$ cat src/design/assert_macros.svh
// Assertion macros shared by the filter RTL.
// No dependencies; the files that check their own logic include this header.
`ifndef ASSERT_MACROS_SVH
`define ASSERT_MACROS_SVH
`ifndef SYNTHESIS
// Same-cycle implication, checked at each rising edge outside reset
`define VAF_ASSERT_IMP(label, clk, rst_n, ante, cons) \
    label: assert property (@(posedge clk) disable iff (!rst_n) (ante) |-> (cons)) \
        else $error("same-cycle check failed");
// Next-cycle implication
`define VAF_ASSERT_NEXT(label, clk, rst_n, ante, cons) \
    label: assert property (@(posedge clk) disable iff (!rst_n) (ante) |=> (cons)) \
        else $error("next-cycle check failed");
`else
`define VAF_ASSERT_IMP(label, clk, rst_n, ante, cons)
`define VAF_ASSERT_NEXT(label, clk, rst_n, ante, cons)
`endif
`endif

$ cat src/design/vaf_pkg.sv
// Shared constants and types for the 3x3 adaptive noise reduction filter.
// No dependencies; used by vaf_chan and the top level.
`default_nettype none
package vaf_pkg;
    localparam int DEF_MAX_WIDTH  = 1024;
    localparam int DEF_MAX_HEIGHT = 1024;
    localparam int SAMPLE_W       = 8;
    localparam int NOISE_W        = 21;
    localparam int WIDTH_REG_W    = 11;
    localparam int POS_W          = 10;
    localparam int CMP_W          = 13;
    // register stages inside one channel unit, window to result
    localparam int CHAN_LAT       = 13;

    typedef logic [SAMPLE_W-1:0] sample_t;
    typedef logic [NOISE_W-1:0]  noise_t;

    typedef enum logic [1:0] {
        REG_IMAGE_WIDTH = 2'd0,
        REG_NOISE_RED   = 2'd1,
        REG_NOISE_GREEN = 2'd2,
        REG_NOISE_BLUE  = 2'd3
    } cfg_reg_t;
endpackage
`default_nettype wire

$ cat src/design/vaf_chan.sv
// One colour channel of the filter: window statistics, weighting and an
// eight-stage restoring divider. Depends on vaf_pkg.
`default_nettype none
module vaf_chan
    import vaf_pkg::*;
(
    input  wire logic    clk,
    input  wire logic    rst_n,
    input  wire logic    en,
    input  wire sample_t win [9],
    input  wire noise_t  noise,
    output sample_t      res
);
    // stage 1: squares, sum, centre
    logic [15:0] sq_reg [9];
    logic [11:0] s1_reg;
    sample_t     p1_reg;
    // stage 2: Q, S*S, 9p-S
    logic [19:0]        q2_reg;
    logic [23:0]        ss2_reg;
    logic signed [12:0] e2_reg;
    logic [11:0]        s2_reg;
    sample_t            p2_reg;
    // stage 3: V, D
    logic [23:0]        v3_reg;
    logic [23:0]        d3_reg;
    logic signed [12:0] e3_reg;
    logic [11:0]        s3_reg;
    sample_t            p3_reg;
    // stage 4: products
    logic [35:0]        a4_reg;
    logic signed [37:0] b4_reg;
    logic [27:0]        d94_reg;
    logic               dz4_reg;
    sample_t            p4_reg;
    // divider stages, index 0 holds the clamped numerator
    logic [37:0] rem_reg [9];
    logic [7:0]  quo_reg [9];
    logic [27:0] d9_reg  [9];
    logic [8:0]  dz_reg;
    logic [8:0]  sat_reg;
    sample_t     pd_reg  [9];

    logic [11:0]        s_sum;
    logic [19:0]        q_sum;
    logic [11:0]        p9;
    logic [23:0]        v_next;
    logic [37:0]        num;
    logic [37:0]        num_clamp;
    logic [37:0]        trial [9];
    logic               fits  [9];
    logic               unused_rst;

    assign unused_rst = rst_n;

    // window sum and sum of squares, 9p, variance and the numerator clamped at zero
    always_comb
    begin
        s_sum = '0;
        q_sum = '0;
        for (int k = 0; k < 9; k++)
        begin
            s_sum = s_sum + 12'(win[k]);
            q_sum = q_sum + 20'(sq_reg[k]);
        end
        p9     = (12'(p1_reg) << 3) + 12'(p1_reg);
        v_next = ((24'(q2_reg) << 3) + 24'(q2_reg)) - ss2_reg;
        num    = $signed({2'b00, a4_reg}) + b4_reg;
        num_clamp = num[37] ? '0 : num;
    end

    // trial subtraction for each quotient bit, most significant first
    always_comb
    begin
        trial[0] = '0;
        fits[0]  = 1'b0;
        for (int i = 1; i < 9; i++)
        begin
            trial[i] = 38'(d9_reg[i-1]) << (8 - i);
            fits[i]  = rem_reg[i-1] >= trial[i];
        end
    end

    always_ff @(posedge clk)
    begin
        if (en)
        begin
            for (int k = 0; k < 9; k++)
                sq_reg[k] <= 16'(win[k]) * 16'(win[k]);
            s1_reg <= s_sum;
            p1_reg <= win[4];

            q2_reg  <= q_sum;
            ss2_reg <= 24'(s1_reg) * 24'(s1_reg);
            e2_reg  <= $signed({1'b0, p9}) - $signed({1'b0, s1_reg});
            s2_reg  <= s1_reg;
            p2_reg  <= p1_reg;

            v3_reg <= v_next;
            d3_reg <= v_next + 24'(noise);
            e3_reg <= e2_reg;
            s3_reg <= s2_reg;
            p3_reg <= p2_reg;

            a4_reg  <= 36'(s3_reg) * 36'(d3_reg);
            b4_reg  <= 38'($signed({1'b0, v3_reg}) * e3_reg);
            d94_reg <= (28'(d3_reg) << 3) + 28'(d3_reg);
            dz4_reg <= (d3_reg == '0);
            p4_reg  <= p3_reg;

            rem_reg[0] <= num_clamp;
            quo_reg[0] <= '0;
            d9_reg[0]  <= d94_reg;
            dz_reg[0]  <= dz4_reg;
            sat_reg[0] <= num_clamp >= (38'(d94_reg) << 8);
            pd_reg[0]  <= p4_reg;

            for (int i = 1; i < 9; i++)
            begin
                rem_reg[i] <= fits[i] ? rem_reg[i-1] - trial[i] : rem_reg[i-1];
                quo_reg[i] <= {quo_reg[i-1][6:0], fits[i]};
                d9_reg[i]  <= d9_reg[i-1];
                dz_reg[i]  <= dz_reg[i-1];
                sat_reg[i] <= sat_reg[i-1];
                pd_reg[i]  <= pd_reg[i-1];
            end
        end
    end

    // zero denominator passes the centre sample through
    assign res = dz_reg[8] ? pd_reg[8] : (sat_reg[8] ? 8'hFF : quo_reg[8]);
endmodule
`default_nettype wire

$ cat config.mk
export PLATFORM = sky130hd
export DESIGN_NAME = vaf_chan
export DESIGN_NICKNAME = d
export VERILOG_FILES = /design/src/design/assert_macros.svh /design/src/design/vaf_pkg.sv /design/src/design/vaf_chan.sv
export SDC_FILE = /design/constraint.sdc
export NUM_CORES = 2
export LEC_CHECK = 0
export BUFFER_PORTS_ARGS = -buffer_cell sky130_fd_sc_hd__buf_4
export CAP_MARGIN = 10
export CORE_AREA = 5 5 525 527
export CTS_CLUSTER_SIZE = 16
export DETAILED_ROUTE_END_ITERATION = 12
export DIE_AREA = 0 0 530 532
export HOLD_SLACK_MARGIN = 0.1
export SLEW_MARGIN = 40
export SYNTH_ARGS = -nofsm -noshare
export SYNTH_HDL_FRONTEND = slang
export SYNTH_SLANG_ARGS = --single-unit
$ cat constraint.sdc
create_clock -name clk -period 7.85 [get_ports clk]
set_input_delay 1.1775 -clock clk [delete_from_list [all_inputs] [get_ports clk]]
set_output_delay 1.1775 -clock clk [all_outputs]
set_load 0.01 [all_outputs]
Yosys cells after proc, flatten, opt, wreduce, memory -nomap -nowiden
Memories as Yosys holds them, arrays and structs flattened. Index checks and enable logic that the tools add are counted.

Multiplexer cells: 13. Reduce and logical (&&, ||, !) cells: 1. Divide/modulo/power cells: 0. Order comparisons: 9. Multiply operators: 12. Add/subtract/negate cells: 31. Shift-type cells: 0. Equality and inequality tests: 0. Bitwise logic cells: 0.

Operator list (number): $mux W38 (8); $mul A8 B8 Y16 (9); $add A20 B16 Y20 (4); $add A12 B8 Y12 (4); $add A37 B38 Y38 (1); $ge A38 B28 Y1 (1); $ge A38 B29 Y1 (1); $ge A38 B30 Y1 (1); $ge A38 B31 Y1 (1); $ge A38 B32 Y1 (1); $ge A38 B33 Y1 (1); $ge A38 B34 Y1 (1); $ge A38 B35 Y1 (1); $mul A25 B13 Y38 (1); $sub A38 B28 Y38 (1); $sub A38 B29 Y38 (1); $sub A38 B30 Y38 (1); $sub A38 B31 Y38 (1); $sub A38 B32 Y38 (1); $sub A38 B33 Y38 (1); $sub A38 B34 Y38 (1); $sub A38 B35 Y38 (1); $ge A37 B36 Y1 (1); $mux W37 (1); 18 further kinds (21).

Memories kept: 5. Bits in latches: 0. Bits in read-only memories: 0. Output and inout bits: 8. Bits in registers: 307. RAM bits: 882.

Memories: rem_reg (depth 9, bits a word 38, read ports 8, clocked after memory_dff 0, write ports 9, RTL line vaf_chan.sv:37) `logic [37:0] rem_reg [9];`; d9_reg (depth 9, bits a word 28, read ports 8, clocked after memory_dff 0, write ports 9, RTL line vaf_chan.sv:39) `logic [27:0] d9_reg [9];`; sq_reg (depth 9, bits a word 16, read ports 9, clocked after memory_dff 0, write ports 9, RTL line vaf_chan.sv:15) `logic [15:0] sq_reg [9];`; pd_reg (depth 9, bits a word 8, read ports 9, clocked after memory_dff 0, write ports 9, RTL line vaf_chan.sv:42) `sample_t pd_reg [9];`; quo_reg (depth 9, bits a word 8, read ports 9, clocked after memory_dff 0, write ports 9, RTL line vaf_chan.sv:38) `logic [7:0] quo_reg [9];`.

Longest topological paths before layout
An unclocked memory read counts as a cell.

Word-level depth: 9. Depth in mapped cells: 24. Gate-level depth less buffers: 24.

Least setup slack after synthesis
No wires, ideal clock.

Kind: register to register. Start: reg e3_reg[4]. End: reg b4_reg[37], data pin. Library setup time: 0.260 ns. Buffers on the path: 1. Clock period less this slack: 6.205 ns. Stages on the path, launching flop included: 23. Data arrival time: 5.945 ns. Setup slack: 1.645 ns. Cells stage by stage: edfxtp_1 -> clkbuf_1 -> nand2_1 -> fa_1 -> inv_1 -> fa_1 -> inv_1 -> fa_1 -> inv_1 -> fa_1 -> fa_1 -> fa_1 -> ha_1 -> a21o_1 -> a21oi_1 -> nand2b_1 -> o31ai_1 -> a211oi_1 -> o21ai_0 -> or4_1 -> a31o_2 -> a21oi_1 -> xnor2_1.

Longest elaborated chain between the ends: 1.

RTL lines: from (decl) (RTL line vaf_chan.sv:27) `logic signed [12:0] e3_reg;`; from (signal assigned) (RTL line vaf_chan.sv:101) `e3_reg <= e2_reg;`; $mul A25 B13 Y38 (RTL line vaf_chan.sv:106) `b4_reg <= 38'($signed({1'b0, v3_reg}) * e3_reg);`; to (signal assigned) (RTL line vaf_chan.sv:106); to (decl) (RTL line vaf_chan.sv:32) `logic signed [37:0] b4_reg;`.

No other way between the ends. A chain may end at the register's enable or synchronous reset.

Worst setup path after layout
Start: reg e3_reg[1]. End: reg b4_reg[37], data pin.

The elaborated chain is that of the path after synthesis.

==> out/results.txt <==
Most common cell after layout, fill and taps aside: inv_1
Reg2Reg Depth: 20
Max-Cap Viols: 0
DRC errors left: 0
Shortest period the worst path allows: 7094 ps
Hold Fails Final Rpt: 0
Total CTS buffers: 118
Io pins: 104
Ys Warns: 0
Detailed Place HPWL: 177900 um
Yosys reg bits: 1074
CP arrival: 7610 ps
R2R setup slack: 760 ps
Mapped Area: 0.09408 sq mm
Vias: 61760
Buffers on Ports: 102
Initial Utilization: 34.84%
Final instance area: 0.1033 sq mm
Worst Path Max Fanout: 24
Post-CTS Hold Buffers: 0
FMAX: 141.0 MHz
Nets: 10940
Worst slew pin tran: 916.8 ps
Crit Path Class: flip-flop to flip-flop
RSZ-0062 raised after global routing: no
First-pass GRT wire length: 354300 um
Slew Limit Fails: 0
Area grow syn2layout: 9.752%
Clock-pin slew on the worst setup and hold paths: 70 ps
Main flop type after synthesis: edfxtp_1
Die Height: 532 um
Largest register FFs: 303
Setup crit end kind: flip-flop
Fin crit share: 90.37%
Relative slew slack: 38.08%
Iteration-0 DRC Markers: 3559
Hold path endpoint: pd_reg[0][58]
Layout Skew: 53.09 ps
Postcts setup bufs: 0
Gr ovfl total: 0
Setup_tns: 0 ps
HP Class: flip-flop to flip-flop
Post-Syn Instances: 8852
GR Util All Layers: 15.66%
Worst R2R End: b4_reg[37]
Worst skew pair latency: 810 ps
Chip Width: 530 um
Initial antenna violation count: 11
Synth async-reset ratio: 0%
Routed wire length: 218600 um
Most frequent cells in the layout: inv_1 (1530), edfxtp_1 (1074), fa_1 (958)
CTS tree: done
ANT nets after route: 0
Vias/cell: 4.888
Cell row count: 191
Post-synthesis sequential area ratio: 34.28%
Layout fillers: 26040
Vias in the first global route: 66510
Final setup violation count: 0
Htree depth: 3
Critical Path RT: 8360 ps
Clock Path Buffers: 3
Largest net degree at the start of global routing: 171
CP startpoint kind: flip-flop
Fraction of layout cells with a size suffix above 1: 4.823%
Wire length per cell: 17.30 um
Post-synth cell types: 102
Mapped Avg Cell Area: 10.63 sq um
Routability cong.: 0.9017
Post-DP Area: 0.09916 sq mm
# resized after CTS: 0
Hold path depth: 0
Clk sinks: 1074
Status: complete, no violations
Die area: 0.2820 sq mm
CTS Root Cell: clkbuf_16
Detailed Routing Iterations Pass 1: 8
Post-synth EDFFs: 1074
Core area: 0.2700 sq mm
Worst reg2reg path startpoint: e3_reg[1]
Hold path startpoint: pd_reg[0][50]
Yosys cell counts (90+ instances only):
| cell | instances | area (sq um) |
|---|---|---|
| o21ai_0 | 312 | 1562 |
| fa_1 | 958 | 19180 |
| inv_1 | 1531 | 5747 |
| o21bai_1 | 90 | 675.7 |
| and2_1 | 387 | 2421 |
| a21oi_1 | 439 | 2197 |
| a21o_1 | 175 | 1314 |
| edfxtp_1 | 1074 | 32250 |
| ha_1 | 926 | 11590 |
| xor2_1 | 172 | 1506 |
| xnor2_1 | 388 | 3398 |
| clkbuf_1 | 161 | 604.3 |
| nand2_1 | 846 | 3176 |
| nor2_1 | 434 | 1629 |
| nor3_1 | 102 | 510.5 |
critical path, stage by stage, from the launching register on:
cell and delay (ps):
edfxtp_1 700, and2_1 320, fa_1 540, inv_1 50
fa_1 480, inv_1 50, fa_1 530, fa_1 570
fa_1 420, fa_1 380, ha_1 380, a21o_1 210
a21oi_1 180, nand2b_1 130, o31ai_1 120, a211oi_1 520
o21ai_0 220, or4_1 520, a31o_2 250, a21oi_1 170
xnor2_1 80
how the worst max path moves through the flow:
stage,startpoint,slack [ps],end
finish,e3_reg[1],760,b4_reg[37]
global route,e3_reg[1],450,b4_reg[37]
CTS,e3_reg[1],740,b4_reg[37]
detailed placement,e3_reg[1],760,b4_reg[37]
global placement,e3_reg[1],710,b4_reg[37]
floorplan,e3_reg[4],1650,b4_reg[37]
area by class of cell:
cell class / instances / area, sq um / share of cell area [%]
inverters: 1534 / 5758 / 5.577
clock inverters: 80 / 918.4 / 0.8895
well taps: 3570 / 4467 / 4.326
repair buffers: 158 / 1361 / 1.318
multi-input cells: 6073 / 55440 / 53.70
clock buffers: 141 / 3039 / 2.943
diodes: 6 / 15.01 / 0.01454
flip-flops and latches: 1074 / 32250 / 31.24
layer usage:
metal / GRT usage, % / share of wire [%] / vias to the layer above
met5: 0 / 0.016 / -
met4: 7.534 / 5.5 / 6
met3: 2.381 / 4.4 / 471
met2: 28.50 / 51 / 1287
met1: 17.85 / 39 / 30370
li1: - / - / 29630
through the flow:
step | util, % | worst slack, ps | std cells | hold slack (ps)
final | 38.23 | 755.8 | 12640 | 372.2
after global routing | 38.23 | 453.2 | 12630 | 397.7
after CTS | 38.18 | 741.6 | 12620 | 372.1
after detailed placement | 36.72 | 756.0 | 12400 | 404.5
after global placement | 36.69 | 708.2 | 12400 | 401.0
after floorplan | - | 1645 | 8862 | 400.3
cells by family after synthesis:
family	after synthesis	synth area share, %
AOI/OAI and AO/OA	1358	9.105
xor gates and xnor gates	561	5.231
adders and majority gates	1884	32.70
buffers and inverters	1715	6.883
DFF	1074	34.28
muxes	45	0.5293
other	2	0.007983
and+or+nand+nor	2213	11.26
Power is not shown: default switching activity piles up to over one toggle a cycle in this logic, so the estimate is an artifact.
